File: config.mk
export PLATFORM = sky130hd
export DESIGN_NAME = strng_lcg3
export DESIGN_NICKNAME = d
export VERILOG_FILES = /design/src/strng_pkg.sv /design/src/strng_lcg3.sv
export SDC_FILE = /design/constraint.sdc
export NUM_CORES = 2
export LEC_CHECK = 0
export BUFFER_PORTS_ARGS = -buffer_cell sky130_fd_sc_hd__buf_4
export CAP_MARGIN = 20
export CORE_ASPECT_RATIO = 1.4
export CORE_MARGIN = 2
export CORE_UTILIZATION = 65
export CTS_BUF_LIST = sky130_fd_sc_hd__clkbuf_4 sky130_fd_sc_hd__clkbuf_8
export CTS_CLUSTER_SIZE = 28
export DETAILED_ROUTE_END_ITERATION = 8
export PLACE_DENSITY = 0.89
export SLEW_MARGIN = 30
export SYNTH_ARGS = -nofsm -noshare
export SYNTH_HDL_FRONTEND = slang
export SYNTH_SLANG_ARGS = --single-unit
File: constraint.sdc
create_clock -name aclk -period 14.8 [get_ports aclk]
set_input_delay 2.96 -clock aclk [delete_from_list [all_inputs] [get_ports aclk]]
set_output_delay 2.96 -clock aclk [all_outputs]
set_load 0.05 [all_outputs]
File: src/strng_pkg.sv
// ----------------------------------------------------------------------------
// strng_pkg - shared types and constants of the shuffled triple-LCG generator
// Generator constants, fixed-point reciprocals, control enums and the structs
// that travel between the top level and its reduction and divider units.
// ----------------------------------------------------------------------------
package strng_pkg;

    // Default shuffle table depth (legal range 2..128)
    localparam int TABLE_SIZE_DEF = 97;

    // Generator lanes
    localparam int LANES        = 3;
    localparam int LANE_MAJOR   = 0;
    localparam int LANE_MINOR   = 1;
    localparam int LANE_SELECT  = 2;

    localparam int GEN_W = 18;
    localparam int RAW_W = 33;

    localparam logic [17:0] MOD_MAJOR  = 18'd259200;
    localparam logic [17:0] MOD_MINOR  = 18'd134456;
    localparam logic [17:0] MOD_SELECT = 18'd243000;
    localparam logic [15:0] INC_MAJOR  = 16'd54773;

    localparam logic [13:0] LANE_MUL [LANES] = '{14'd7141, 14'd8121, 14'd4561};
    localparam logic [15:0] LANE_INC [LANES] = '{16'd54773, 16'd28411, 16'd51349};
    localparam logic [17:0] LANE_MOD [LANES] = '{MOD_MAJOR, MOD_MINOR, MOD_SELECT};

    // floor(2^33 / m): the quotient estimate is low by at most one
    localparam int RECIP_SHIFT = 33;
    localparam logic [15:0] LANE_RECIP [LANES] = '{
        16'((64'd1 << RECIP_SHIFT) / 64'(MOD_MAJOR)),
        16'((64'd1 << RECIP_SHIFT) / 64'(MOD_MINOR)),
        16'((64'd1 << RECIP_SHIFT) / 64'(MOD_SELECT))
    };

    // Bias that makes (INC_MAJOR - seed) non-negative without changing its residue
    localparam logic [33:0] SEED_BIAS = 34'(64'(INC_MAJOR) +
        64'(MOD_MAJOR) * ((64'd1 << 31) / 64'(MOD_MAJOR) + 64'd1));

    // ceil(2^43 / 243000): exact floor division of TABLE_SIZE * select
    localparam int SLOT_SHIFT = 43;
    localparam logic [25:0] SLOT_RECIP = 26'(((64'd1 << SLOT_SHIFT) +
        64'(MOD_SELECT) - 64'd1) / 64'(MOD_SELECT));

    // Fraction: 134456 = 8*16807 and 259200 = 128*2025, so the quotient splits
    // into floor(minor*2^21/16807) and then a divide by 2025 after a shift
    localparam int FRAC_W = 24;
    localparam logic [14:0] FRAC_DIV_A   = 15'd16807;
    localparam logic [10:0] FRAC_DIV_B   = 11'd2025;
    localparam int          FRAC_SHIFT_A = 39;
    localparam int          FRAC_SHIFT_B = 35;
    // floor(2^shift / d): each estimate is low by at most one
    localparam logic [24:0] FRAC_RECIP_A =
        25'((64'd1 << FRAC_SHIFT_A) / 64'(FRAC_DIV_A));
    localparam logic [24:0] FRAC_RECIP_B =
        25'((64'd1 << FRAC_SHIFT_B) / 64'(FRAC_DIV_B));

    typedef enum logic [2:0] {
        ST_IDLE,
        ST_ISSUE,
        ST_WAIT,
        ST_READ,
        ST_WRITE,
        ST_DIV,
        ST_OUT
    } state_t;

    typedef enum logic [2:0] {
        PASS_SEED,
        PASS_MIX1,
        PASS_MIX2,
        PASS_FILL,
        PASS_DRAW
    } pass_t;

    typedef struct packed {
        logic                 use_raw;
        logic [RAW_W-1:0]     raw;
        logic [GEN_W-1:0]     x;
    } lane_op_t;

    typedef struct packed {
        logic                  go;
        lane_op_t [LANES-1:0]  op;
    } lcg_req_t;

    typedef struct packed {
        logic                        done;
        logic [LANES-1:0][GEN_W-1:0] val;
    } lcg_rsp_t;

    typedef struct packed {
        logic             start;
        logic [GEN_W-1:0] major;
        logic [GEN_W-1:0] minor;
    } div_req_t;

    typedef struct packed {
        logic              done;
        logic [FRAC_W-1:0] fraction;
    } div_rsp_t;

endpackage

File: src/strng_lcg3.sv
// ----------------------------------------------------------------------------
// strng_lcg3 - three-lane modular step unit
// Each lane forms x*a+c (or takes a raw operand) and reduces it modulo its
// lane constant through a reciprocal estimate and one correction, in four
// registered stages.
// ----------------------------------------------------------------------------
module strng_lcg3 (
    input  logic                aclk,
    input  logic                aresetn,
    input  strng_pkg::lcg_req_t lcg_req,
    output strng_pkg::lcg_rsp_t lcg_rsp
);
    import strng_pkg::*;

    logic [3:0]       vld_reg;
    logic [RAW_W-1:0] p_reg  [LANES];
    logic [RAW_W-1:0] p2_reg [LANES];
    logic [15:0]      q_reg  [LANES];
    logic [18:0]      d_reg  [LANES];
    logic [GEN_W-1:0] r_reg  [LANES];

    always_ff @(posedge aclk) begin
        if (!aresetn) begin
            vld_reg <= '0;
        end else begin
            vld_reg <= {vld_reg[2:0], lcg_req.go};
        end
    end

    always_ff @(posedge aclk) begin
        logic [31:0] lin;
        logic [48:0] qprod;
        logic [33:0] diff;
        for (int i = 0; i < LANES; i++) begin
            lin = 32'(lcg_req.op[i].x) * 32'(LANE_MUL[i]) + 32'(LANE_INC[i]);
            p_reg[i] <= lcg_req.op[i].use_raw ? lcg_req.op[i].raw : RAW_W'(lin);

            qprod = 49'(p_reg[i]) * 49'(LANE_RECIP[i]);
            q_reg[i]  <= qprod[48:RECIP_SHIFT];
            p2_reg[i] <= p_reg[i];

            // estimate is at most one low: remainder stays below twice the modulus
            diff = 34'(p2_reg[i]) - 34'(q_reg[i]) * 34'(LANE_MOD[i]);
            d_reg[i] <= diff[18:0];

            r_reg[i] <= (d_reg[i] >= 19'(LANE_MOD[i])) ?
                        GEN_W'(d_reg[i] - 19'(LANE_MOD[i])) : d_reg[i][GEN_W-1:0];
        end
    end

    always_comb begin
        lcg_rsp.done = vld_reg[3];
        for (int i = 0; i < LANES; i++) begin
            lcg_rsp.val[i] = r_reg[i];
        end
    end

endmodule

### Yosys cells after proc, flatten, opt, wreduce, memory -nomap -nowiden

Memories as Yosys holds them, arrays and structs flattened.
Index checks and enable logic that the tools add are counted.

* $add $sub $neg: 9
* $mul: 9
* order comparisons: 3
* mux-type cells: 6

Operators with widths (count)
* 2-to-1 mux 33 bit: 3
* multiplier 18 x 13 -> 31 bit, second input constant: 3
* adder 31 x 16 -> 32 bit, second input constant: 2
* >= comparator 19 x 18 -> 1 bit, second input constant: 3
* subtractor 19 bit: 3
* 2-to-1 mux 18 bit: 3
* subtractor 18 bit, second input constant: 3
* multiplier 33 x 16 -> 49 bit, second input constant: 1
* multiplier 33 x 15 -> 48 bit, second input constant: 1
* multiplier 33 x 14 -> 47 bit, second input constant: 1
* adder 31 x 15 -> 32 bit, second input constant: 1
* multiplier 16 x 15 -> 16 bit, second input constant: 2
* multiplier 16 x 11 -> 12 bit, second input constant: 1

* register bits after elaboration: 4
* bits in writable memories: 357
* bits of input ports: 159
* output and inout port bits: 55
* memories: 5

Memory list
* p2_reg: depth 3, width 33, rd ports 3, clocked after Yosys merged registers in 0, write ports 3, line strng_lcg3.sv:17 `logic [RAW_W-1:0] p2_reg [LANES];`
* p_reg: depth 3, width 33, rd ports 3, clocked after Yosys merged registers in 0, write ports 3, line strng_lcg3.sv:16 `logic [RAW_W-1:0] p_reg [LANES];`
* d_reg: depth 3, width 19, rd ports 3, clocked after Yosys merged registers in 0, write ports 3, line strng_lcg3.sv:19 `logic [18:0] d_reg [LANES];`
* r_reg: depth 3, width 18, rd ports 3, clocked after Yosys merged registers in 0, write ports 3, line strng_lcg3.sv:20 `logic [GEN_W-1:0] r_reg [LANES];`
* q_reg: depth 3, width 16, rd ports 3, clocked after Yosys merged registers in 0, write ports 3, line strng_lcg3.sv:18 `logic [15:0] q_reg [LANES];`

### Longest topological paths before layout

* depth in word-level cells: 3
* depth in mapped cells: 23
* mapped depth without buffers: 23

### Worst setup path after synthesis

No wires, ideal clock.

* kind: in2reg
* start point: in lcg_req[57] (netlist bit)
* end point: mem p_reg[1][30], in the netlist p_reg[0][63]
* setup time: 0.121 ns
* data arrival time: 8.336 ns
* setup slack: 6.343 ns
* cell stages on the path: 22
* path buffers: 0
* cell sequence: inv_1 > fa_1 > inv_1 > fa_1 > fa_1 > inv_1 > fa_1 > inv_1 > fa_1 > inv_1 > fa_1 > inv_1 > ha_1 > o21ai_0 > a21oi_1 > a221oi_1 > o31ai_2 > a41oi_1 > o221ai_1 > a21oi_1 > or4b_1 > nand3_1

RTL lines
* start: declaration: line strng_lcg3.sv:10 `input strng_pkg::lcg_req_t lcg_req,`
* end: declaration: line strng_lcg3.sv:16

==> impl_metrics.yaml <==
worst_setup_path:
  end_kind: "flip-flop"
  start_kind: "primary input"
  worstReg2RegEnd: "q_reg[0][31]"
  cp_top_family: "adder cells"
  crit_chain: "buf_4 -> inv_1 -> fa_1 -> inv_1 -> fa_1 -> fa_1 -> inv_1 -> fa_1 -> inv_1 -> fa_1 -> inv_1 -> fa_1 -> inv_1 -> ha_1 -> a211oi_1 -> o21ai_0 -> a221oi_1 -> o31ai_2 -> a41oi_1 -> o221ai_1 -> a21oi_1 -> or4b_1 -> nand3_1"
  r2r_start: "p_reg[0][39]"
  cpPeakStageDelay_ns: 0.61
  required_ns: 15.34
  crit_type: "primary input to flip-flop"
  r2r_slack_ns: 8.27
  reg2regPathDepth: 22
  cp_slowest_cell: "fa_1"
  path_max_fanout: 6
  critPathArrivalTime_ns: 8.97
  cp_num_buf_inv: 7
synthesis:
  synthSimpleGateAreaFrac_pct: 5.27
  synth_top_area_share_pct: 31.7
  synth-seq-cells: 315
  synth_compound_gate_area_share_pct: 8.16
  netlist_top_cells_count: "inv_1, ha_1, fa_1, dfxtp_1, nand2_1"
  yosys-top-cells-area: "fa_1, ha_1, dfxtp_1, inv_1, xnor2_1"
  yosys.area_share.adder_pct: 59.4
  ys_async_sr_fraction_pct: 0
  ys_types: 82
  synth-xor-area-share_pct: 5.09
  synthMuxAreaShare_pct: 0.359
  synth_ff_type: "dfxtp_1"
  synth_top_family_by_area: "adder cells"
  syn_nets: 6764
  synth_most_common_cell: "inv_1"
  synth_area_um2: 48700
  synth_top_area_cell: "fa_1"
  yosysWarningCount: 0
  syn_inst: 4754
  synth_edf_count: 0
  synth.avg_cell_area_um2: 10.3
  seq_area_frac_synth_pct: 12.9
flow_run:
  cap_violations: 0
floorplan:
  rows: 118
  boundaryPins: 214
  start_util_pct: 65.8
  dieArea_um2: 77200
  die_x_um: 235
  die_h_um: 328
  core_um2: 74100
cts:
  insertion_delay_ns: 0.66
  clock-sinks: 315
  postCtsSetupBuffers: 0
  clockRootBuffer: "clkbuf_8"
  cts_resized: 0
  cts-hold-fix-buffers: 0
  cts_tree: "done"
  clkTransAtPathRegs_ns: 0.07
  htree_levels: 2
  numCtsBuffers: 51
  cts_buffer_depth: 3
routing:
  wire_per_inst_um: 18.6
  drc: 0
  vias: 34075
  routed_wl_mm: 111
  drtAntennaViolNets: 0
  drtIter0Drc: 1450
  firstDrtPassIters: 5
  viasPerCell: 5.68
sta:
  final_max_slew_viol_count: 0
  timing.fmax_ghz: 0.119
  maxSlewHeadroom_pct: 46.5
  setup_viol: 0
  worst_slew_pin_slew_ns: 0.802
  period_share_pct: 57.0
  rsz0062_at_grt: "no"
  post-route-min-period_ns: 8.43
  setup-tns-final_ns: 0
  finClkSkew_ns: 0.0509
  hold_violations: 0
placement:
  dp.cells: 5901
  dpl_cell_area_um2: 51400
  dpl.hpwl_mm: 95.6
  gp_congestion: 0.953
  portBuffers: 213
final_layout:
  largest_reg_flops: 99
  final_core_util_pct: 71.1
  final_cells: 5996
  syn2layout_area_growth_pct: 8.16
  drive_gt1_share_pct: 6.93
  fin_nets: 7004
  design_area_um2: 52700
worst_hold_path:
  whs_endpoint: "d_reg[0][6]"
  min_path_cells: 0
  min_from: "p2_reg[0][6]"
  hold_path.class: "flip-flop to flip-flop"
global_route:
  grt_max_degree: 67
  antenna_found_initial: 2
  first_global_vias: 38292
  overflow: 0
  gr-usage-all-layers_pct: 29.8
  grt_pass1_wl_mm: 185
status:
  status: "complete, no violations"
## how the worst max path moves through the flow
stage | start | end | slack [ns] | depth (start not counted)
2_1_floorplan | lcg_req[57] | p_reg[0][63] | 6.34 | 22
3_3_place_gp | lcg_req[57] | p_reg[0][63] | 5.85 | 23
3_5_place_dp | lcg_req[57] | p_reg[0][63] | 5.71 | 23
4_1_cts | lcg_req[57] | p_reg[0][63] | 6.44 | 23
5_1_grt | lcg_req[57] | p_reg[0][63] | 5.97 | 23
6_report | lcg_req[57] | p_reg[0][63] | 6.37 | 23
## worst register-to-register path: cells and delay by family, from the launching register on
family | cells | cell delay, ns
XOR/XNOR | 1 | 0.11
buffers and inverters | 4 | 0.37
adder cells (fa/ha/maj) | 7 | 3.20
AO/OA/AOI/OAI | 8 | 1.88
AND/OR/NAND/NOR | 2 | 0.34
flip-flops | 1 | 0.52
## through the flow
| step | hold slack (ns) | setup slack [ns] |
|---|---|---|
| after floorplan | 0.310 | 6.34 |
| after global placement | 0.310 | 5.85 |
| after detailed placement | 0.312 | 5.71 |
| after CTS | 0.322 | 6.44 |
| after global routing | 0.331 | 5.97 |
| final | 0.325 | 6.37 |
## metal layers
metal	global-route usage, %	vias up	share of wire [%]
li1	-	15840	-
met1	32.6	16771	37
met2	56.6	1048	53
met3	3.33	414	4.5
met4	15.7	2	5.6
met5	0	-	0.0081
## placed cells by master (no fill, tap or decap), types with 10 or more instances in the layout
cell	instances
ha_1	1080
o211ai_1	12
inv_1	1112
nor2_1	114
o21ai_0	148
o21a_1	22
fa_1	771
a31oi_1	17
nand2b_1	27
xor2_1	107
buf_4	213
nor3_1	46
xnor2_1	176
nand3_1	39
a21o_1	102
dfxtp_1	315
nor2b_1	25
mux2_2	12
a211oi_1	26
nand2_1	191
clkbuf_8	63
nand4_1	18
a21oi_1	155
a31o_2	10
and2_1	14
o21bai_1	25
and3_1	17
## cells by family after synthesis
group | Yosys count
XOR/XNOR | 283
AND/OR/NAND/NOR | 540
adder cells (fa/ha/maj) | 1851
buffers and inverters | 1138
flip-flops | 315
multiplexers | 16
AO/OA/AOI/OAI | 611
## cell type report
| type | count | area, um^2 |
|---|---|---|
| diodes | 1 | 2.50 |
| clock buffers | 72 | 935 |
| clock inverters | 22 | 343 |
| fillers | 5027 | 21400 |
| inverters | 1112 | 4170 |
| multi-input cells | 3301 | 38100 |
| flip-flops and latches | 315 | 6310 |
| well taps | 960 | 1200 |
| repair buffers | 213 | 1600 |
Power is not shown: default switching activity piles up to over one toggle a cycle in this logic, so the estimate is an artifact.
