==> src/strng_pkg.sv <==
// ----------------------------------------------------------------------------
// strng_pkg - shared types and constants of the shuffled triple-LCG generator
// Generator constants, fixed-point reciprocals, control enums and the structs
// that travel between the top level and its reduction and divider units.
// ----------------------------------------------------------------------------
package strng_pkg;

    // Default shuffle table depth (legal range 2..128)
    localparam int TABLE_SIZE_DEF = 97;

    // Generator lanes
    localparam int LANES        = 3;
    localparam int LANE_MAJOR   = 0;
    localparam int LANE_MINOR   = 1;
    localparam int LANE_SELECT  = 2;

    localparam int GEN_W = 18;
    localparam int RAW_W = 33;

    localparam logic [17:0] MOD_MAJOR  = 18'd259200;
    localparam logic [17:0] MOD_MINOR  = 18'd134456;
    localparam logic [17:0] MOD_SELECT = 18'd243000;
    localparam logic [15:0] INC_MAJOR  = 16'd54773;

    localparam logic [13:0] LANE_MUL [LANES] = '{14'd7141, 14'd8121, 14'd4561};
    localparam logic [15:0] LANE_INC [LANES] = '{16'd54773, 16'd28411, 16'd51349};
    localparam logic [17:0] LANE_MOD [LANES] = '{MOD_MAJOR, MOD_MINOR, MOD_SELECT};

    // floor(2^33 / m): the quotient estimate is low by at most one
    localparam int RECIP_SHIFT = 33;
    localparam logic [15:0] LANE_RECIP [LANES] = '{
        16'((64'd1 << RECIP_SHIFT) / 64'(MOD_MAJOR)),
        16'((64'd1 << RECIP_SHIFT) / 64'(MOD_MINOR)),
        16'((64'd1 << RECIP_SHIFT) / 64'(MOD_SELECT))
    };

    // Bias that makes (INC_MAJOR - seed) non-negative without changing its residue
    localparam logic [33:0] SEED_BIAS = 34'(64'(INC_MAJOR) +
        64'(MOD_MAJOR) * ((64'd1 << 31) / 64'(MOD_MAJOR) + 64'd1));

    // ceil(2^43 / 243000): exact floor division of TABLE_SIZE * select
    localparam int SLOT_SHIFT = 43;
    localparam logic [25:0] SLOT_RECIP = 26'(((64'd1 << SLOT_SHIFT) +
        64'(MOD_SELECT) - 64'd1) / 64'(MOD_SELECT));

    // Fraction: 134456 = 8*16807 and 259200 = 128*2025, so the quotient splits
    // into floor(minor*2^21/16807) and then a divide by 2025 after a shift
    localparam int FRAC_W = 24;
    localparam logic [14:0] FRAC_DIV_A   = 15'd16807;
    localparam logic [10:0] FRAC_DIV_B   = 11'd2025;
    localparam int          FRAC_SHIFT_A = 39;
    localparam int          FRAC_SHIFT_B = 35;
    // floor(2^shift / d): each estimate is low by at most one
    localparam logic [24:0] FRAC_RECIP_A =
        25'((64'd1 << FRAC_SHIFT_A) / 64'(FRAC_DIV_A));
    localparam logic [24:0] FRAC_RECIP_B =
        25'((64'd1 << FRAC_SHIFT_B) / 64'(FRAC_DIV_B));

    typedef enum logic [2:0] {
        ST_IDLE,
        ST_ISSUE,
        ST_WAIT,
        ST_READ,
        ST_WRITE,
        ST_DIV,
        ST_OUT
    } state_t;

    typedef enum logic [2:0] {
        PASS_SEED,
        PASS_MIX1,
        PASS_MIX2,
        PASS_FILL,
        PASS_DRAW
    } pass_t;

    typedef struct packed {
        logic                 use_raw;
        logic [RAW_W-1:0]     raw;
        logic [GEN_W-1:0]     x;
    } lane_op_t;

    typedef struct packed {
        logic                  go;
        lane_op_t [LANES-1:0]  op;
    } lcg_req_t;

    typedef struct packed {
        logic                        done;
        logic [LANES-1:0][GEN_W-1:0] val;
    } lcg_rsp_t;

    typedef struct packed {
        logic             start;
        logic [GEN_W-1:0] major;
        logic [GEN_W-1:0] minor;
    } div_req_t;

    typedef struct packed {
        logic              done;
        logic [FRAC_W-1:0] fraction;
    } div_rsp_t;

endpackage

==> src/strng_frac_div.sv <==
// ----------------------------------------------------------------------------
// strng_frac_div - fixed-point fraction pipeline
// Gives floor((major*134456+minor) * 2^24 / (259200*134456)) in six registered
// stages: a reciprocal estimate of minor*2^21/16807 with one correction, then
// a reciprocal estimate of that sum divided by 2025 with one correction.
// ----------------------------------------------------------------------------
module strng_frac_div (
    input  logic                aclk,
    input  logic                aresetn,
    input  strng_pkg::div_req_t div_req,
    output strng_pkg::div_rsp_t div_rsp
);
    import strng_pkg::*;

    logic [5:0]        vld_reg;
    logic [41:0]       pa_reg;
    logic [GEN_W-1:0]  maj1_reg, maj2_reg, maj3_reg;
    logic [FRAC_W-1:0] q1_reg;
    logic [FRAC_W-1:0] f1_reg;
    logic [42:0]       ga_reg;
    logic [41:0]       gb_reg;
    logic [11:0]       ulo_reg, ulo2_reg;
    logic [FRAC_W-1:0] q2_reg;
    logic [FRAC_W-1:0] frac_reg;

    always_ff @(posedge aclk) begin
        if (!aresetn) begin
            vld_reg <= '0;
        end else begin
            vld_reg <= {vld_reg[4:0], div_req.start};
        end
    end

    always_ff @(posedge aclk) begin
        logic [15:0] rem1;
        logic [42:0] sum;
        logic [11:0] rem2;
        // minor*R_A < 2^42, and its top bits past shift 18 are the estimate
        pa_reg   <= 42'(div_req.minor) * 42'(FRAC_RECIP_A);
        maj1_reg <= div_req.major;

        q1_reg   <= pa_reg[41:18];
        maj2_reg <= maj1_reg;

        // minor*2^21 has zero low bits, so the remainder is the negated product
        rem1     = 16'(32'd0 - 32'(q1_reg[15:0]) * 32'(FRAC_DIV_A));
        f1_reg   <= q1_reg + FRAC_W'(rem1 >= 16'(FRAC_DIV_A));
        maj3_reg <= maj2_reg;

        // u = major*2^17 + f1[23:7]
        ga_reg  <= 43'(maj3_reg) * 43'(FRAC_RECIP_B);
        gb_reg  <= 42'(f1_reg[23:7]) * 42'(FRAC_RECIP_B);
        ulo_reg <= f1_reg[18:7];

        sum      = ga_reg + 43'(gb_reg[41:17]);
        q2_reg   <= sum[41:18];
        ulo2_reg <= ulo_reg;

        rem2 = 12'(24'(ulo2_reg) - 24'(q2_reg[11:0]) * 24'(FRAC_DIV_B));
        if (vld_reg[4]) begin
            frac_reg <= q2_reg + FRAC_W'(rem2 >= 12'(FRAC_DIV_B));
        end
    end

    assign div_rsp.done     = vld_reg[5];
    assign div_rsp.fraction = frac_reg;

endmodule

==> config.mk <==
export PLATFORM = sky130hd
export DESIGN_NAME = strng_frac_div
export DESIGN_NICKNAME = d
export VERILOG_FILES = /design/src/strng_pkg.sv /design/src/strng_frac_div.sv
export SDC_FILE = /design/constraint.sdc
export NUM_CORES = 2
export LEC_CHECK = 0
export ABC_AREA = 1
export BUFFER_PORTS_ARGS = -buffer_cell sky130_fd_sc_hd__buf_2
export CORE_MARGIN = 2
export CORE_UTILIZATION = 44
export DETAILED_ROUTE_END_ITERATION = 8
export GPL_TIMING_DRIVEN = 0
export PLACE_DENSITY = 0.59
export SKIP_LAST_GASP = 1
export SYNTH_ARGS = -nofsm -noshare
export SYNTH_HDL_FRONTEND = slang
export SYNTH_SLANG_ARGS = --single-unit
==> constraint.sdc <==
create_clock -name aclk -period 7.1 [get_ports aclk]
set_input_delay 1.42 -clock aclk [delete_from_list [all_inputs] [get_ports aclk]]
set_output_delay 1.42 -clock aclk [all_outputs]
set_load 0.1 [all_outputs]
* Word-level counts from Yosys, hierarchy flattened
Index checks and enable logic that the tools add are counted.
** Word-level totals
- Input bits :: 39
- Bits in registers :: 302
- Word-level logic and storage cells :: 25
** Operators by class
- $add $sub $neg :: 5
- $lt $le $gt $ge :: 2
- Multiply operators :: 5
** Operator list (number)
- $add 24x1->24 :: 2
- $add 42x25->42 :: 1
- $mul 18x25->42 const B :: 1
- $mul 17x23->40 const B :: 1
- $mul 18x23->40 const B :: 1
- $ge 16x15->1 const B :: 1
- $mul 16x15->16 const B :: 1
- $sub 1x16->16 const A :: 1
- $ge 12x11->1 const B :: 1
- $mul 12x11->12 const B :: 1
- $sub 12x12->12 :: 1

* Depth between registers and ports, before layout
- Depth after elaboration :: 4
- Mapped depth :: 31
- Gate-level depth less buffers :: 31

* Worst setup path after synthesis
OpenSTA, ideal clock, no wires.
- Path type :: flip-flop to flip-flop
- Start :: reg q2_reg[0]
- End :: reg frac_reg[22], data pin
- Cell stages (with the launch flop) :: 30
- Arrival time :: 5.793 ns
- Path slack :: 1.047 ns
- Cells stage by stage :: dfxtp_1 inv_1 fa_1 fa_1 inv_1 fa_1 fa_1 fa_1 inv_1 ha_1 nand2_1 inv_1 nor4_1 nand2_1 a211oi_1 o211ai_1 nand2_1 ha_1 ha_1 nand3_1 inv_1 nand3_1 nor2_1 nand2_1 nor2_2 nand3_2 nor3_2 nand2_1 nor2_1 xor2_1
** On the way
- Word-level cells in the longest chain between the ends :: 4
** Ends and longest elaborated chain
- from (decl) :: RTL line strng_frac_div.sv:23 : logic [FRAC_W-1:0] q2_reg;
- from (signal assigned) :: RTL line strng_frac_div.sv:56 : q2_reg <= sum[41:18];
- $mul 12x11->12 :: RTL line strng_frac_div.sv:59 : rem2 = 12'(24'(ulo2_reg) - 24'(q2_reg[11:0]) * 24'(FRAC_DIV_B));
- $sub 12x12->12 :: RTL line strng_frac_div.sv:59
- $ge 12x11->1 :: RTL line strng_frac_div.sv:61 : frac_reg <= q2_reg + FRAC_W'(rem2 >= 12'(FRAC_DIV_B));
- $add 24x1->24 * :: RTL line strng_frac_div.sv:61
- to (signal assigned) :: RTL line strng_frac_div.sv:61
- to (decl) :: RTL line strng_frac_div.sv:24 : logic [FRAC_W-1:0] frac_reg;
Every way passes the cells marked *; elsewhere a longest branch is shown, timed or not.
A chain may end at the register's enable or synchronous reset.

* Worst setup path after layout
Ends and elaborated chain as after synthesis.

==> out/metrics.csv <==
stage,metric,value,unit
status,status,"finished, final reports clean",
grt,total gr overflow,0,
finish,Largest register FFs,40,
synthesis,most area-hungry cell type in the Yosys netlist,fa_1,
placement,IO buf count,63,
detailed_routing,antenna-violating nets left,0,
run,max_cap viols,0,
synthesis,mux cell area share after synthesis,0,%
timing,setup ws final,0.537,ns
setup_path,slowest library cell on the worst path,fa_1,
synthesis,cells after synthesis,3652,
finish,ANT cells,0,
synthesis,synthesized area,32400,µm²
setup_path,worst setup path class,register to register,
timing,Tmin final,6.56,ns
clock_tree,clock buffer count from CTS,28,
min_path,Hold WC Path Type,register to register,
timing,actual slew at the worst max-slew pin,1.01,ns
synthesis,"Distinct cells, synth",53,
timing,Final Slew Violations,0,
synthesis,Post-Synth XOR/XNOR Area,4.17,%
placement,pre-CTS WS,0.0836,ns
timing,clock skew,0.0170,ns
floorplan,floorplan core area,72800,µm²
setup_path,CP endpoint kind,register,
setup_path,maximum fanout along the worst path,10,
detailed_routing,Wirelength per Cell,15.7,µm
setup_path,max incr delay on CP,0.58,ns
grt,vias in the first global route,23600,
grt,GRT Util Overall,20.2,%
clock_tree,Skew-Pair Late Insertion Delay,0.57,ns
floorplan,IO Pins,64,
timing,number of setup violations in the final report,0,
finish,Layout fillers,7026,
detailed_routing,drt initial violations,932,
synthesis,post-synthesis register bit count,260,
detailed_routing,Via-to-Cell Ratio,4.84,
synthesis,post-synthesis simple-gate area fraction,11.3,%
synthesis,post-synthesis compound-gate area fraction,6.56,%
floorplan,Chip Height,275,µm
floorplan,Initial Util,44.4,%
clock_tree,CTS tree,done,
clock_tree,H-tree Lvls,1,
setup_path,worst endpoint required time,7.41,ns
timing,Final Hold Fails,0,
grt,number of antenna violations at the first check in global routing,0,
grt,first-pass GRT wire length,121,mm
synthesis,largest family of logic cells by synthesized area,adder cells,
clock_tree,"Reg clk slew, reported paths",0.06,ns
synthesis,largest cells by area after synthesis,"fa_1, ha_1, dfxtp_1, inv_1, nand2_1",
timing,setup repair after global routing missed its margin,false,
synthesis,Synth Warn #,0,
setup_path,CP Launch Type,register,
finish,share of layout cells above drive strength 1,4.35,%
detailed_routing,via count,22900,
synthesis,post-synthesis adder-cell area fraction,49.6,%
detailed_routing,final WL,74.2,mm
floorplan,FP Rows,99,
clock_tree,hold buffer count at cts,0,
grt,largest net degree at the start of global routing,26,
timing,highest clock rate,0.152,GHz
clock_tree,CTS sink cnt,260,
floorplan,Die Span X,275,µm
floorplan,die area,75700,µm²
synthesis,Avg Inst Size Synth,8.86,µm²
timing,Tcrit/Tclk final,92.4,%
clock_tree,root cell of the clock tree,clkbuf_16,
synthesis,register area share after synthesis,16.8,%
synthesis,Mapped Nets,4722,
clock_tree,clock buffer depth,3,
synthesis,post-synth top area share,26.0,%
timing,Setup TNS,0,ns
placement,GP Congestion,0.923,
finish,area added between synthesis and finish,8.00,%
finish,fin nets,4818,
detailed_routing,Detailed Routing Iterations Pass 1,5,
setup_path,Worst EP arrival,6.87,ns
detailed_routing,drt drc,0,
timing,relative slew slack,32.3,%
placement,Post-DP HPWL,65.8,mm
[synth_stat cells, drive strengths merged]
| cell | instances |
|---|---|
| inv | 991 |
| ha | 611 |
| nand2 | 423 |
| fa | 420 |
| dfxtp | 236 |
| nor2 | 220 |
| a21oi | 171 |
| xor2 | 99 |
| nand3 | 94 |
| o21ai | 88 |
| xnor2 | 54 |
| nand4 | 39 |
| a31oi | 37 |
| nor3 | 31 |
| edfxtp | 24 |
| o21bai | 20 |
| a21o | 12 |
| nor4 | 12 |
| o21a | 10 |
| o211ai | 9 |
| nand3b | 8 |
| or2 | 7 |
| o31ai | 5 |
| a21boi | 4 |
| and3 | 4 |
| a211oi | 3 |
| buf | 3 |
| o2111ai | 3 |
| a221oi | 2 |
| a311oi | 2 |
| and2 | 2 |
| o221a | 2 |
| o221ai | 2 |
| o22ai | 2 |
| nand2b | 1 |
| nor3b | 1 |
[timing repair]
action                     in CTS  in global routing
setup endpoints to repair       0                  9
setup buffers                   0                  3
resized for setup               0                  8
[area by class of cell]
cell class | instances | area (µm²) | share of cell area, %
Multi-Input combinational cell | 2398 | 23200 | 66.3
Sequential cell | 260 | 5450 | 15.6
Inverter | 991 | 3720 | 10.7
Tap cell | 959 | 1200 | 3.43
Clock buffer | 36 | 782 | 2.24
Timing Repair Buffer | 66 | 338 | 0.967
Clock inverter | 16 | 243 | 0.695
Buffer | 3 | 17.5 | 0.0501
[per-layer routing]
metal | up-vias | GRT usage [%] | wire, µm
li1 | 11500 | - | -
met1 | 10900 | 26.8 | 34300
met2 | 351 | 35.6 | 36100
met3 | 90 | 1.94 | 2190
met4 | 0 | 4.31 | 1700
met5 | - | 0 | 0
[kinds of logic after synthesis]
| family | count (synthesis) |
|---|---|
| buf+inv | 994 |
| xor+xnor | 153 |
| flops | 260 |
| simple gates | 842 |
| fa+ha+maj | 1031 |
| compound gates | 372 |
[path summary, 6_finish.rpt]
check,start,endpoint,slack [ns],depth (start not counted)
max,q2_reg[0],frac_reg[22],0.54,29
min,maj2_reg[0],maj3_reg[0],0.32,0
max reg2reg,q2_reg[0],frac_reg[22],0.54,29
min reg2reg,maj2_reg[0],maj3_reg[0],0.32,0
[through the flow]
stage | instance area (µm²) | cells | util [%] | hold WS (ns)
detailed placement | 33900 | 4674 | 46.5 | 0.312
CTS | 34900 | 4726 | 47.9 | 0.318
global placement | 33900 | 4674 | 46.5 | 0.310
global route | 34900 | 4729 | 48.0 | 0.322
finish | 34900 | 4729 | 48.0 | 0.318
floorplan | 32400 | 3652 | - | 0.310
[critical path, delay by kind of cell, from the launching register on]
family	cells	cell delay [ns]
buffers and inverters	5	0.38
AO/OA/AOI/OAI	2	0.33
XOR/XNOR	1	0.08
flip-flops	1	0.42
AND/OR/NAND/NOR	13	1.68
adder cells (fa/ha/maj)	8	3.41
[cells in the final DEF (no fill, tap or decap), drive strengths merged, types with 3 or more instances in the layout]
cell type,n
xor2,99
nand4,39
bufinv,5
o31ai,5
dfxtp,236
nand2,423
ha,611
and3,4
nor3,31
a31oi,37
o21ai,88
inv,993
a21o,12
fa,420
o211ai,9
nand3b,8
nor2,220
a211oi,3
clkinv,8
o21bai,20
nand3,94
buf,69
edfxtp,24
a21boi,4
o21a,10
or2,7
nor4,12
clkbuf,36
o2111ai,3
xnor2,54
a21oi,171
Power is not shown: default switching activity piles up to over one toggle a cycle in this logic, so the estimate is an artifact.
